### config.mk
export PLATFORM = sky130hd
export DESIGN_NAME = hex_tick_reply_parser_unit_flat
export DESIGN_NICKNAME = d
export VERILOG_FILES = /design/src/rtl/htrp_pkg.sv /design/src/rtl/htrp_if.sv /design/src/rtl/htrp_parser.sv /design/src/rtl/hex_tick_reply_parser_unit.sv /design/src/flat_wrapper.sv
export SDC_FILE = /design/constraint.sdc
export NUM_CORES = 1
export LEC_CHECK = 0
export BUFFER_PORTS_ARGS = -buffer_cell sky130_fd_sc_hd__buf_2
export CAP_MARGIN = 20
export CORE_MARGIN = 4
export CORE_UTILIZATION = 49
export DETAILED_ROUTE_END_ITERATION = 8
export PLACE_DENSITY = 0.83
export SKIP_CTS_REPAIR_TIMING = 1
export SLEW_MARGIN = 20
export SYNTH_ARGS = -nofsm -noshare
export SYNTH_HDL_FRONTEND = slang
export SYNTH_HIERARCHICAL = 1
export SYNTH_SLANG_ARGS = --single-unit
### constraint.sdc
create_clock -name i_clk -period 3.55 [get_ports i_clk]
set_input_delay 0.71 -clock i_clk [delete_from_list [all_inputs] [get_ports i_clk]]
set_output_delay 0.71 -clock i_clk [all_outputs]
set_load 0.02 [all_outputs]
### src/rtl/htrp_pkg.sv
// ----------------------------------------------------------------------------
// htrp_pkg
// Shared types and constants for the hex tick reply parser.
// ----------------------------------------------------------------------------
package htrp_pkg;

    localparam logic [7:0] CR_BYTE    = 8'h0D;
    localparam logic [2:0] ECHO_BYTES = 3'd4;
    localparam logic       REQ_START  = 1'b0;
    localparam logic       REQ_BYTE   = 1'b1;

    typedef struct packed {
        logic signed [31:0] tick_count;
        logic [3:0]         digit_count;
        logic               malformed;
    } t_result;

    typedef struct packed {
        logic       ok;
        logic [3:0] nibble;
    } t_hex;

    function automatic t_hex hex_decode(input logic [7:0] b);
        t_hex h;
        h.ok     = 1'b1;
        h.nibble = 4'd0;
        if (b >= 8'h30 && b <= 8'h39) begin
            h.nibble = 4'(b - 8'h30);
        end else if (b >= 8'h41 && b <= 8'h46) begin
            h.nibble = 4'(b - 8'h41 + 8'd10);
        end else if (b >= 8'h61 && b <= 8'h66) begin
            h.nibble = 4'(b - 8'h61 + 8'd10);
        end else begin
            h.ok = 1'b0;
        end
        return h;
    endfunction

endpackage

### src/rtl/htrp_if.sv
// ----------------------------------------------------------------------------
// htrp_in_if / htrp_out_if
// Valid/ready channels for received bytes and parsed replies.
// ----------------------------------------------------------------------------
interface htrp_in_if;
    logic       valid;
    logic       ready;
    logic       req_type;
    logic [7:0] rx_byte;

    modport source (output valid, output req_type, output rx_byte, input ready);
    modport sink   (input valid, input req_type, input rx_byte, output ready);
endinterface

interface htrp_out_if;
    logic               valid;
    logic               ready;
    logic signed [31:0] tick_count;
    logic [3:0]         digit_count;
    logic               malformed;

    modport source (output valid, output tick_count, output digit_count,
                    output malformed, input ready);
    modport sink   (input valid, input tick_count, input digit_count,
                    input malformed, output ready);
endinterface

### src/rtl/htrp_parser.sv
// ----------------------------------------------------------------------------
// htrp_parser
// Parser state and per-byte update; flags a result at the terminator byte.
// ----------------------------------------------------------------------------
module htrp_parser
    import htrp_pkg::*;
#(
    parameter int MAX_DIGITS = 8
) (
    input  logic       i_clk,
    input  logic       i_rst_n,
    input  logic       i_take,
    input  logic       i_req_type,
    input  logic [7:0] i_rx_byte,
    output logic       o_res_valid,
    output t_result    o_res
);

    localparam int DW = $clog2(MAX_DIGITS + 1);
    localparam logic [DW-1:0] MAX_CNT = DW'(MAX_DIGITS);

    typedef enum logic [2:0] {
        PH_IDLE   = 3'b001,
        PH_ECHO   = 3'b010,
        PH_DIGITS = 3'b100
    } t_phase;

    t_phase         r_phase, n_phase;
    logic [2:0]     r_echo_left, n_echo_left;
    logic           r_first_seen, n_first_seen;
    logic [31:0]    r_acc, n_acc;
    logic [DW-1:0]  r_digits, n_digits;
    logic           r_negative, n_negative;
    logic           r_bad, n_bad;

    t_hex        hex;
    logic        skip_cr;
    logic [2:0]  echo_dec;
    logic [4:0]  digits_wide;
    logic [31:0] ext_value;

    assign hex         = hex_decode(i_rx_byte);
    assign digits_wide = 5'(r_digits);

    // nibbles above the received digits are filled with ones when negative
    always_comb begin
        for (int i = 0; i < 8; i++) begin
            if (r_negative && 5'(i) >= digits_wide) begin
                ext_value[4*i +: 4] = 4'hF;
            end else begin
                ext_value[4*i +: 4] = r_acc[4*i +: 4];
            end
        end
    end

    always_comb begin
        o_res.tick_count  = ext_value;
        o_res.digit_count = (digits_wide > 5'd15) ? 4'hF : digits_wide[3:0];
        o_res.malformed   = r_bad;
    end

    always_comb begin
        n_phase      = r_phase;
        n_echo_left  = r_echo_left;
        n_first_seen = r_first_seen;
        n_acc        = r_acc;
        n_digits     = r_digits;
        n_negative   = r_negative;
        n_bad        = r_bad;
        o_res_valid  = 1'b0;
        skip_cr      = !r_first_seen && i_rx_byte == CR_BYTE;
        echo_dec     = (!skip_cr && r_echo_left != 3'd0) ? r_echo_left - 3'd1
                                                         : r_echo_left;
        if (i_take) begin
            if (i_req_type == REQ_START) begin
                n_phase      = PH_ECHO;
                n_echo_left  = ECHO_BYTES;
                n_first_seen = 1'b0;
                n_acc        = '0;
                n_digits     = '0;
                n_negative   = 1'b0;
                n_bad        = 1'b0;
            end else begin
                unique case (r_phase)
                    PH_ECHO: begin
                        n_first_seen = 1'b1;
                        n_echo_left  = echo_dec;
                        if (echo_dec == 3'd0) begin
                            n_phase = PH_DIGITS;
                        end
                    end
                    PH_DIGITS: begin
                        if (r_digits >= MAX_CNT || i_rx_byte == CR_BYTE) begin
                            o_res_valid = 1'b1;
                            n_phase     = PH_IDLE;
                        end else if (!r_bad) begin
                            if (!hex.ok) begin
                                n_bad = 1'b1;
                            end else begin
                                if (r_digits == '0 && hex.nibble[3]) begin
                                    n_negative = 1'b1;
                                end
                                n_acc    = {r_acc[27:0], hex.nibble};
                                n_digits = r_digits + DW'(1);
                            end
                        end
                    end
                    default: begin
                    end
                endcase
            end
        end
    end

    always_ff @(posedge i_clk) begin
        if (!i_rst_n) begin
            r_phase      <= PH_IDLE;
            r_echo_left  <= '0;
            r_first_seen <= 1'b0;
            r_acc        <= '0;
            r_digits     <= '0;
            r_negative   <= 1'b0;
            r_bad        <= 1'b0;
        end else begin
            r_phase      <= n_phase;
            r_echo_left  <= n_echo_left;
            r_first_seen <= n_first_seen;
            r_acc        <= n_acc;
            r_digits     <= n_digits;
            r_negative   <= n_negative;
            r_bad        <= n_bad;
        end
    end

endmodule

### src/rtl/hex_tick_reply_parser_unit.sv
// ----------------------------------------------------------------------------
// hex_tick_reply_parser_unit
// Parses an encoder-count reply byte by byte into a signed tick count.
// ----------------------------------------------------------------------------
// a result reaches the output register after its terminating word passes
// through the input register and is taken by the parser
// throughput: one word per cycle while the output is not stalled, set by the parser state update
// a full output register only holds back the input while the result is not taken
// reset: synchronous active-low; parser goes idle, input ready rises in the cycle
// after reset is released
module hex_tick_reply_parser_unit
    import htrp_pkg::*;
#(
    parameter int MAX_DIGITS = 8
) (
    input  logic            i_clk,
    input  logic            i_rst_n,
    htrp_in_if.sink         i_in,
    htrp_out_if.source      o_out
);

    logic       r_live;
    logic       r_in_valid;
    logic       r_in_req;
    logic [7:0] r_in_byte;
    logic       r_out_valid;
    t_result    r_out;

    logic    stall;
    logic    take;
    logic    res_valid;
    t_result res;

    assign stall       = r_out_valid && !o_out.ready;
    assign take        = r_in_valid && !stall;
    assign i_in.ready  = r_live && (!r_in_valid || !stall);

    htrp_parser #(
        .MAX_DIGITS (MAX_DIGITS)
    ) u_parser (
        .i_clk       (i_clk),
        .i_rst_n     (i_rst_n),
        .i_take      (take),
        .i_req_type  (r_in_req),
        .i_rx_byte   (r_in_byte),
        .o_res_valid (res_valid),
        .o_res       (res)
    );

    always_ff @(posedge i_clk) begin
        if (!i_rst_n) begin
            r_live      <= 1'b0;
            r_in_valid  <= 1'b0;
            r_out_valid <= 1'b0;
        end else begin
            r_live <= 1'b1;
            if (i_in.valid && i_in.ready) begin
                r_in_valid <= 1'b1;
            end else if (take) begin
                r_in_valid <= 1'b0;
            end
            if (take && res_valid) begin
                r_out_valid <= 1'b1;
            end else if (o_out.ready) begin
                r_out_valid <= 1'b0;
            end
        end
    end

    always_ff @(posedge i_clk) begin
        if (i_in.valid && i_in.ready) begin
            r_in_req  <= i_in.req_type;
            r_in_byte <= i_in.rx_byte;
        end
        if (take && res_valid) begin
            r_out <= res;
        end
    end

    assign o_out.valid       = r_out_valid;
    assign o_out.tick_count  = r_out.tick_count;
    assign o_out.digit_count = r_out.digit_count;
    assign o_out.malformed   = r_out.malformed;

endmodule

### src/flat_wrapper.sv
// flat-port wrapper written by rule: the top's interface ports become plain ports
module hex_tick_reply_parser_unit_flat import htrp_pkg::*;
#(
    parameter int MAX_DIGITS = 8
)
  (i_clk, i_rst_n, i_in_valid, i_in_req_type, i_in_rx_byte, i_in_ready, o_out_valid, o_out_tick_count, o_out_digit_count, o_out_malformed, o_out_ready);
  htrp_in_if i_in_i ();
  htrp_out_if o_out_i ();
  input  logic i_clk;
  input  logic i_rst_n;
  input wire logic [$bits(i_in_i.valid)-1:0] i_in_valid;
  input wire logic [$bits(i_in_i.req_type)-1:0] i_in_req_type;
  input wire logic [$bits(i_in_i.rx_byte)-1:0] i_in_rx_byte;
  output wire logic [$bits(i_in_i.ready)-1:0] i_in_ready;
  output wire logic [$bits(o_out_i.valid)-1:0] o_out_valid;
  output wire logic [$bits(o_out_i.tick_count)-1:0] o_out_tick_count;
  output wire logic [$bits(o_out_i.digit_count)-1:0] o_out_digit_count;
  output wire logic [$bits(o_out_i.malformed)-1:0] o_out_malformed;
  input wire logic [$bits(o_out_i.ready)-1:0] o_out_ready;
  assign i_in_i.valid = i_in_valid;
  assign i_in_i.req_type = i_in_req_type;
  assign i_in_i.rx_byte = i_in_rx_byte;
  assign i_in_ready = i_in_i.ready;
  assign o_out_valid = o_out_i.valid;
  assign o_out_tick_count = o_out_i.tick_count;
  assign o_out_digit_count = o_out_i.digit_count;
  assign o_out_malformed = o_out_i.malformed;
  assign o_out_i.ready = o_out_ready;
  hex_tick_reply_parser_unit #(.MAX_DIGITS(MAX_DIGITS)) u_core (.i_clk(i_clk), .i_rst_n(i_rst_n), .i_in(i_in_i), .o_out(o_out_i));
endmodule
# --- After elaboration in Yosys (flattened, before gate mapping) ---
# Cells that the tools add are included.
word_totals:
  regBits: 94
  output_inout_bits: 39
  word_cells: 138
op_classes:
  add_sub_neg: 7
  magnitude_cmp: 16
  eq_ne: 12
  mux: 45
  reduce_logical: 36
op_table:
  columns: ["operator", "count"]
  rows:
  - ["two-way mux 32 bit", 5]
  - ["two-way mux 4 bit", 8]
  - ["two-way mux 1 bit", 25]
  - ["logical AND 1 bit", 19]
  - ["two-way mux 3 bit", 6]
  - ["greater-or-equal comparator 3 x 4 -> 1 bit (first input constant)", 4]
  - ["greater-or-equal comparator 8 x 7 -> 1 bit (second input constant)", 2]
  - ["<= comparator 8 x 7 -> 1 bit (second input constant)", 2]
  - ["!= test 2 bit (second input constant)", 6]
  - ["subtractor 4 x 1 -> 4 bit (second input constant)", 3]
  - ["!= test 3 bit (second input constant)", 3]
  - ["adder 4 bit (second input constant)", 2]
  - ["equality test 8 x 4 -> 1 bit (second input constant)", 1]
  - ["greater-or-equal comparator 1 x 4 -> 1 bit (first input constant)", 2]
  - ["greater-or-equal comparator 2 x 4 -> 1 bit (first input constant)", 2]
  - ["greater-or-equal comparator 8 x 6 -> 1 bit (second input constant)", 1]
  - ["<= comparator 8 x 6 -> 1 bit (second input constant)", 1]
  - ["one-hot mux 3 bit (2 select lines)", 1]
  - ["AND reduction 6 bit", 1]
  - ["zero test 1 bit", 5]
  - ["AND reduction 5 bit", 1]
  - ["adder 4 x 1 -> 4 bit (second input constant)", 1]
  - ["greater-or-equal comparator 4 bit (second input constant)", 1]
  - ["greater-than comparator 4 bit (second input constant)", 1]
  - ["11 further kinds", 13]

# --- Logic depth before layout (Yosys ltp) ---
# Gate-level depths: netlist of run 1.
logic_depth:
  word_depth: 12
  ltp_mapped: 8
  depth_no_buf: 7

# --- Hierarchy ---
# Netlist of run 1, hierarchy kept.
by_module_without_submodules:
  columns: ["mod", "instances", "cells_per_inst", "area_per_inst_um2"]
  rows:
  - ["htrp_parser", 1, 235, 2275.9]
  - ["hex_tick_reply_parser_unit", 1, 61, 1520.2]

# --- Worst setup path after synthesis of run 1 ---
# OpenSTA, ideal clock, no wires.
synth_timing:
  kind: "input -> register"
  startpoint: "input o_out_ready"
  endpoint: "register u_core.r_out (netlist bit u_core/o_out.digit_count[0]) (enable)"
  arrival_ns: 3.059
  required_time_ns: 3.119
  path_slack_ns: 0.060
  stages: 6
  path_buffers: 0
  path_cell_list: "nand2b_4 > and2_1 > inv_1 > nor4_1 > nand2_1 > nor2_1"
synth_between:
  elab_chain_cells: 6
synth_rtl:
  columns: ["item", "line", "source"]
  rows:
  - ["from (decl)", "flat_wrapper.sv:19", "input wire logic [$bits(o_out_i.ready)-1:0] o_out_ready;"]
  - ["zero test 1 bit", "hex_tick_reply_parser_unit.sv:34", "assign stall = r_out_valid && !o_out.ready;"]
  - ["logical AND 1 bit", "hex_tick_reply_parser_unit.sv:34", null]
  - ["zero test 1 bit", "hex_tick_reply_parser_unit.sv:35", "assign take = r_in_valid && !stall;"]
  - ["logical AND 1 bit", "hex_tick_reply_parser_unit.sv:35", null]
  - ["named net u_core.take", "hex_tick_reply_parser_unit.sv:30", "logic take;"]
  - ["two-way mux 1 bit", "htrp_parser.sv:74", "if (i_take) begin"]
  - ["named net u_core.res_valid", "hex_tick_reply_parser_unit.sv:31", "logic res_valid;"]
  - ["logical AND 1 bit", "hex_tick_reply_parser_unit.sv:75", "if (take && res_valid) begin"]
  - ["to (signal assigned)", "hex_tick_reply_parser_unit.sv:76", "r_out <= res;"]
  - ["to (decl)", "hex_tick_reply_parser_unit.sv:27", "t_result r_out;"]
# The timed path passes the listed nets, and every way through them passes these cells.
# A chain may end at the register's enable or synchronous reset.

# --- Worst setup path in the final report of run 1 ---
layout_timing:
  startpoint: "register u_core.r_in_byte[0]"
  endpoint: "register u_core.u_parser.r_acc[2]"
layout_between:
  elab_chain_cells: 10
layout_rtl:
  columns: ["item", "line", "source"]
  rows:
  - ["from (decl)", "hex_tick_reply_parser_unit.sv:25", "logic [7:0] r_in_byte;"]
  - ["from (signal assigned)", "hex_tick_reply_parser_unit.sv:73", "r_in_byte <= i_in.rx_byte;"]
  - ["subtractor 4 x 1 -> 4 bit (tied with other cells)", "htrp_pkg.sv:30, htrp_pkg.sv:32", null]
  - ["adder 4 bit / logical AND 1 bit (equally long branches)", "htrp_pkg.sv:30, htrp_pkg.sv:32, htrp_pkg.sv:31", null]
  - ["two-way mux 4 bit", "htrp_pkg.sv:31", "end else if (b >= 8'h61 && b <= 8'h66) begin"]
  - ["two-way mux 4 bit", "htrp_pkg.sv:29", "end else if (b >= 8'h41 && b <= 8'h46) begin"]
  - ["two-way mux 4 bit", "htrp_pkg.sv:27", "if (b >= 8'h30 && b <= 8'h39) begin"]
  - ["two-way mux 32 bit", "htrp_parser.sv:97", "if (!hex.ok) begin"]
  - ["two-way mux 32 bit", "htrp_parser.sv:96", "end else if (!r_bad) begin"]
  - ["two-way mux 32 bit", "htrp_parser.sv:93", "if (r_digits >= MAX_CNT || i_rx_byte == CR_BYTE) begin"]
  - ["two-way mux 32 bit", "htrp_parser.sv:84", "unique case (r_phase)"]
  - ["two-way mux 32 bit", "htrp_parser.sv:75", "if (i_req_type == REQ_START) begin"]
  - ["to (signal assigned)", "htrp_parser.sv:128", "r_acc <= n_acc;"]
  - ["to (decl)", "htrp_parser.sv:31", "logic [31:0] r_acc, n_acc;"]
# Parallel ways exist; a longest one is shown, timed or not. The select of a mux whose other input is x is not followed.

==> results of run 1 <==
-- worst max path at each step --
stage | startpoint | end | slack [ns] | depth (start not counted)
4_1_cts | u_core/r_in_byte[0] | u_core/u_parser/r_acc[2] | 0.91 | 6
2_1_floorplan | o_out_ready | u_core/o_out.digit_count[0] | 0.06 | 6
3_5_place_dp | o_out_ready | u_core/o_out.tick_count[6] | 0.63 | 8
5_1_grt | u_core/r_in_byte[0] | u_core/u_parser/r_acc[2] | 0.77 | 6
3_3_place_gp | o_out_ready | u_core/o_out.tick_count[1] | 0.70 | 8
6_report | u_core/r_in_byte[0] | u_core/u_parser/r_acc[2] | 0.92 | 6
-- registers in the layout (all words and copies together), names as in the netlist --
signal and count:
u_core/o_out.tick_count 32, u_core/u_parser/r_acc 32, u_core/r_in_byte 8, u_core/o_out.digit_count 4, u_core/u_parser/r_digits 4, u_core/u_parser/r_echo_left 3
u_core/u_parser/r_phase 3, u_core/o_out.malformed 1, u_core/o_out.valid 1, u_core/r_in_req 1, u_core/r_in_valid 1, u_core/r_live 1
u_core/u_parser/r_bad 1, u_core/u_parser/r_first_seen 1, u_core/u_parser/r_negative 1
-- cell families after synthesis --
logic type / Yosys count
and+or+nand+nor: 80
DFF: 94
xor gates and xnor gates: 2
buffers and inverters: 28
AOI/OAI and AO/OA: 83
muxes: 1
adders and majority gates: 8
-- area by class of cell --
type	count	area (sq um)
fill	619	3078
clock buffer	10	148.9
sequential	94	2342
tap	99	123.9
timing repair buffer	55	297.8
clock inverter	6	42.54
multi-input combinational	174	1319
inverter	15	56.30
-- layout by cell type, fill, tap and decap left out, types with 2 or more instances in the layout --
cell      instances
nor2b_1           3
or2_2             8
buf_4             3
a41oi_1           2
clkbuf_8          9
and2_1            5
clkinv_4          2
nand4_1           3
inv_1            15
nand2_1           8
dfxtp_1          48
a21boi_1          2
a21o_1            5
a31o_2            3
a32o_1           30
a2111o_1          2
edfxtp_1         46
o211ai_1          3
o21ai_0           9
a31oi_1           2
nor3b_1           2
a31o_1            2
or3_1             2
ha_1              8
a21oi_1           9
nand3_1           5
nor2_1            8
buf_2            51
nand2b_1         20
nor4b_1           2
nor3_1            3
xnor2_1           2
-- metrics by stage --
step / std cells / power [uW] / util
floorplan: 296 / 1206 / -
CTS: 453 / 1873 / 0.5845
finish: 453 / 1855 / 0.5845
global placement: 437 / 1224 / 0.5587
detailed placement: 437 / 1226 / 0.5587
global route: 453 / 1946 / 0.5845
-- per-layer routing --
layer  routed length, um  global-route usage  part of all wire
met5                   0                   0                 0
met4                  99             0.06872             0.014
met3                 357             0.03909             0.052
met2                3423              0.2777              0.50
met1                2974              0.2096              0.43
-- synth_stat cells, types with 2 or more instances --
library cell	number	area share
nand3_1	5	0.0066
dfxtp_1	48	0.25
o21ai_0	9	0.012
buf_6	3	0.0089
a21o_1	5	0.0099
a41oi_1	2	0.0046
clkbuf_1	6	0.0059
o211ai_1	3	0.0059
ha_1	8	0.026
nand2_1	8	0.0079
a32o_1	30	0.079
nand2b_1	20	0.033
nor2_1	9	0.0089
or3_1	2	0.0033
a31oi_1	2	0.0033
a31o_1	2	0.0046
or2_2	8	0.013
nor4b_1	2	0.0046
a2111o_1	2	0.0059
a21boi_1	2	0.0040
xnor2_1	2	0.0046
nor2b_1	3	0.0049
nor3_1	3	0.0040
buf_4	4	0.0079
a21oi_1	9	0.012
nor3b_1	2	0.0040
and2_1	5	0.0082
inv_1	15	0.015
nand4_1	3	0.0049
edfxtp_1	46	0.36
a31o_2	3	0.0069
-- worst max-delay path, delay by kind of cell, from the launching register on --
family / cells / cell delay (ns)
AOI/OAI and AO/OA: 4 / 1.62
adders and majority gates: 1 / 0.29
DFF: 1 / 0.48
and+or+nand+nor: 1 / 0.18
-- power by group through the flow --
| stage | registers (uW) | clock network, uW | logic, uW |
|---|---|---|---|
| after floorplan | 1170 | 0 | 38.6 |
| after global placement | 1170 | 0 | 52.6 |
| after detailed placement | 1170 | 0 | 54.8 |
| after CTS | 1150 | 672 | 54.9 |
| after global routing | 1150 | 736 | 62.1 |
| final | 1150 | 653 | 55.6 |
==> summary.txt, run 1 <==
fmax - 379.6 MHz
Worst Hold Class - reg -> reg
Worst EP required - 3.84 ns
worst-path cell with the longest stage delay - a211oi_4
Area Growth Syn to Fin - 14.07%
layout cell share with drive strength beyond 1 - 0.2514
antenna violations before repair - 0
Final Hold Vio Count - 0
Crit Path Category - reg -> reg
area fraction in and, or, nand and nor cells after synthesis - 0.1295
Syn Nets - 317
WL final - 6855 um
clk_skew - 0.007967 ns
Max Cap Viol - 0
Comb pwr share - 0.030
synthesized cell area - 3796 sq um
critical-path cell list - ha_1 > nor3b_1 > a2111o_1 > a211oi_4 > a21boi_0 > a31o_2
placed instance area - 4139 sq um
reg2reg setup slack - 0.92 ns
clock share of power - 0.352
RSZ-0062 raised after global routing - no
Die H - 96.02 um
multiplexer share of the synthesized area - 0.002637
row cnt - 31
first-pass GRT wire length - 11960 um
main combinational cell family by area after synthesis - compound AO/OA/AOI/OAI gates
global-route congestion overflow total - 0
Fin Setup TNS - 0 ns
Synth Area in Compound Gates - 0.1823
Seq pwr share - 0.618
Max clock buf depth - 2
R2R depth - 6
Psw - 400.1 uW
DRT Pass-1 Iters - 4
Final Max Slew Viols - 0
total track usage - 0.1674
drt via density - 5.616
relative slew slack - 0.4266
Yosys cell types - 56
CTS HTree Levels - 3
die area - 9220 sq um
Critical Path Fanout Max - 17
FF+latch count, synth - 94
Antenna Cells - 0
Int Power - 1455 uW
Setup violations, final - 0
number of synthesized flops with an enable pin - 46
Syn Inst Count - 296
critical path launch point type - flop
I/O Pins - 52
Worst Path Arrival - 2.93 ns
max incr delay on CP - 0.70 ns
hold path endpoint - u_core/r_in_valid
Max VDD drop - 0.0002158 V
root buffer cell - clkbuf_8
Top FF cell, synth - dfxtp_1
Worst Slack Setup Final - 0.9159 ns
TritonCTS clock tree - yes
pre-CTS setup slack - 0.6262 ns
clock-pin slew of the registers on the worst-case setup and hold paths - 0.08 ns
Post-synth ARST share - 0
Crit Reg-Reg Endpoint - u_core/u_parser/r_acc[2]
largest net degree at the start of global routing - 44
IO buf count - 51
Pleak - 0.001566 uW
post-synthesis sequential area ratio - 0.6170
HPWL after DPL - 4844 um
gpl congestion - 0.8390
Hold Startpoint - u_core/r_live
Crit. End Element - flop
Die X - 96.02 um
final instance area - 4330 sq um
worst flop-to-flop path startpoint - u_core/r_in_byte[0]
CTS Sinks - 94
clk_lat worst skew - 0.35 ns
XOR/XNOR Fraction of Synth Area - 0.004614
switching share of power - 0.2157
DR WL/cell - 15.13 um
Post-Synth Adder-Cell Area - 0.02637
final hold slack - 0.4807 ns
drt drc - 0
syn avg cell area - 12.82 sq um
final net count - 370
Vias - 2544
Yosys Warn Count - 6
Least-Margin Pin Slew - 0.8494 ns
vias in the first global route - 2513
period utilization - 0.7420
Cells on Worst Hold Path - 2
Starting DRT DRC Count - 128
outcome - finished clean
Initial Utilization - 0.5124
power per cell area - 428.3 nW/um^2
Final ANT Viol Nets - 0
clock buffer count from CTS - 9
min cycle time layout - 2.634 ns
total core area - 7408 sq um
Power figures use the tool's default switching activity.
==> run 2: changes to the inputs <==
--- a/config.mk
+++ b/config.mk
@@ -10,7 +10,7 @@
 export CORE_MARGIN = 4
 export CORE_UTILIZATION = 49
 export DETAILED_ROUTE_END_ITERATION = 8
-export PLACE_DENSITY = 0.83
+export PLACE_DENSITY = 0.81
 export SKIP_CTS_REPAIR_TIMING = 1
 export SLEW_MARGIN = 20
 export SYNTH_ARGS = -nofsm -noshare
==> constraint.sdc (replaced) <==
create_clock -name i_clk -period 2.65 [get_ports i_clk]
set_input_delay 0.53 -clock i_clk [delete_from_list [all_inputs] [get_ports i_clk]]
set_output_delay 0.53 -clock i_clk [all_outputs]
set_load 0.02 [all_outputs]
==> run 2 against run 1 <==
Against the previous run:
- routed wire length is 0.89% higher
- combinational power is 38% higher
- setup slack worse by 0.73 ns
- critical path depth is 2 higher
- hold slack worse by 0.14 ns
- flip-flop and latch count stayed put
- power is 43% higher
- utilization is 1.3 points higher
- global-route usage is 0.11 points lower
- final cell count is 1.3% higher
- critical path type unchanged
- highest routed layer unchanged
==> summary.txt, run 2 (synthesis gave the netlist of run 1 again) <==
outcome - finished clean
Final ANT Viol Nets - 0
WL final - 6916 um
antenna violations before repair - 0
max incr delay on CP - 0.50 ns
clk_lat worst skew - 0.36 ns
Critical Path Fanout Max - 16
Setup violations, final - 0
clock share of power - 0.394
Starting DRT DRC Count - 140
gpl congestion - 0.8210
Final Hold Vio Count - 0
root buffer cell - clkbuf_8
die area - 9220 sq um
Worst Hold Class - in -> reg
clock-pin slew of the registers on the worst-case setup and hold paths - 0.09 ns
min cycle time layout - 2.466 ns
critical-path cell list - ha_1 > nor3b_2 > a2111o_1 > buf_4 > a211oi_4 > buf_4 > and2_1 > a31o_1
WP depth - 8
clock buffer count from CTS - 9
final hold slack - 0.3362 ns
Seq pwr share - 0.577
HPWL after DPL - 4802 um
row cnt - 31
Antenna Cells - 0
TritonCTS clock tree - yes
total core area - 7408 sq um
Power, Total - 2660 uW
Max VDD drop - 0.0003240 V
Max clock buf depth - 2
Cells on Worst Hold Path - 1
most frequent cells in the layout - 51 x buf_2, 48 x dfxtp_1, 46 x edfxtp_1
relative slew slack - 0.4190
Worst Path Buf+Inv - 2
Comb pwr share - 0.029
Worst EP required - 2.96 ns
largest net degree at the start of global routing - 44
period utilization - 0.9305
Crit Path Category - reg -> reg
CP delay by family, top - compound AO/OA/AOI/OAI gates
RSZ-0062 raised after global routing - no
layout cell share with drive strength beyond 1 - 0.2694
Area Growth Syn to Fin - 16.58%
drt drc - 0
Initial Utilization - 0.5124
Final Max Slew Viols - 0
DR WL/cell - 15.07 um
Die X - 96.02 um
Vias - 2580
switching share of power - 0.2118
R2R depth - 8
critical path launch point type - flop
IO buf count - 51
drt via density - 5.621
I/O Pins - 52
final net count - 376
Worst Path Arrival - 2.78 ns
Max Cap Viol - 0
power per cell area - 601.1 nW/um^2
fmax - 405.5 MHz
Least-Margin Pin Slew - 0.8606 ns
crit-path most repeated cell - buf_4
commonest non-fill, non-tap cell in the layout - buf_2
Pleak - 0.001615 uW
total track usage - 0.1663
worst-path cell with the longest stage delay - edfxtp_1
Int Power - 2097 uW
Crit. End Element - flop
CTS Sinks - 94
Die H - 96.02 um
clk_skew - 0.007065 ns
vias in the first global route - 2424
CTS HTree Levels - 3
DRT Pass-1 Iters - 4
first-pass GRT wire length - 11680 um
global-route congestion overflow total - 0
Psw - 563.5 uW
## run 2: routing by layer
metal  share of wire  global-route usage
met2            0.51              0.2708
met3           0.067             0.04222
met5               0                   0
met1            0.41              0.2053
met4           0.011             0.08057
## run 2: cell type report
| cell class | instances | area (sq um) |
|---|---|---|
| Clock buffer | 9 | 123.9 |
| Clock inverter | 7 | 105.1 |
| Inverter | 15 | 56.30 |
| Timing Repair Buffer | 61 | 342.8 |
| Sequential cell | 94 | 2342 |
| Fill cell | 613 | 2983 |
| Multi-Input combinational cell | 174 | 1331 |
| Tap cell | 99 | 123.9 |
## run 2: power by group through the flow
stage | Sequential [uW] | Clock (uW) | Combinational (uW)
6_report | 1540 | 1050 | 76.8
5_1_grt | 1540 | 1150 | 85.5
4_1_cts | 1540 | 1070 | 76.3
3_5_place_dp | 1570 | 0 | 75.8
3_3_place_gp | 1570 | 0 | 73.1
2_1_floorplan | 1560 | 0 | 51.7
## run 2: worst paths after layout
path	endpoint	startpoint	slack (ns)
worst min register to register	u_core/u_parser/r_echo_left[1]	u_core/u_parser/r_echo_left[1]	0.50
worst min-delay path	u_core/r_in_req	i_in_req_type	0.34
worst max-delay path	u_core/u_parser/r_acc[3]	u_core/r_in_byte[0]	0.18
worst max register to register	u_core/u_parser/r_acc[3]	u_core/r_in_byte[0]	0.18
## run 2: stage by stage
stage	instances	util	setup WS (ns)	area, sq um	TNS, ns
floorplan	296	-	0.2656	3804	0
global placement	443	0.5648	-0.04210	4184	-1.270
detailed placement	443	0.5658	0.2278	4192	0
CTS	459	0.5967	0.1690	4420	0
global route	459	0.5974	0.03911	4425	0
finish	459	0.5974	0.1842	4425	0
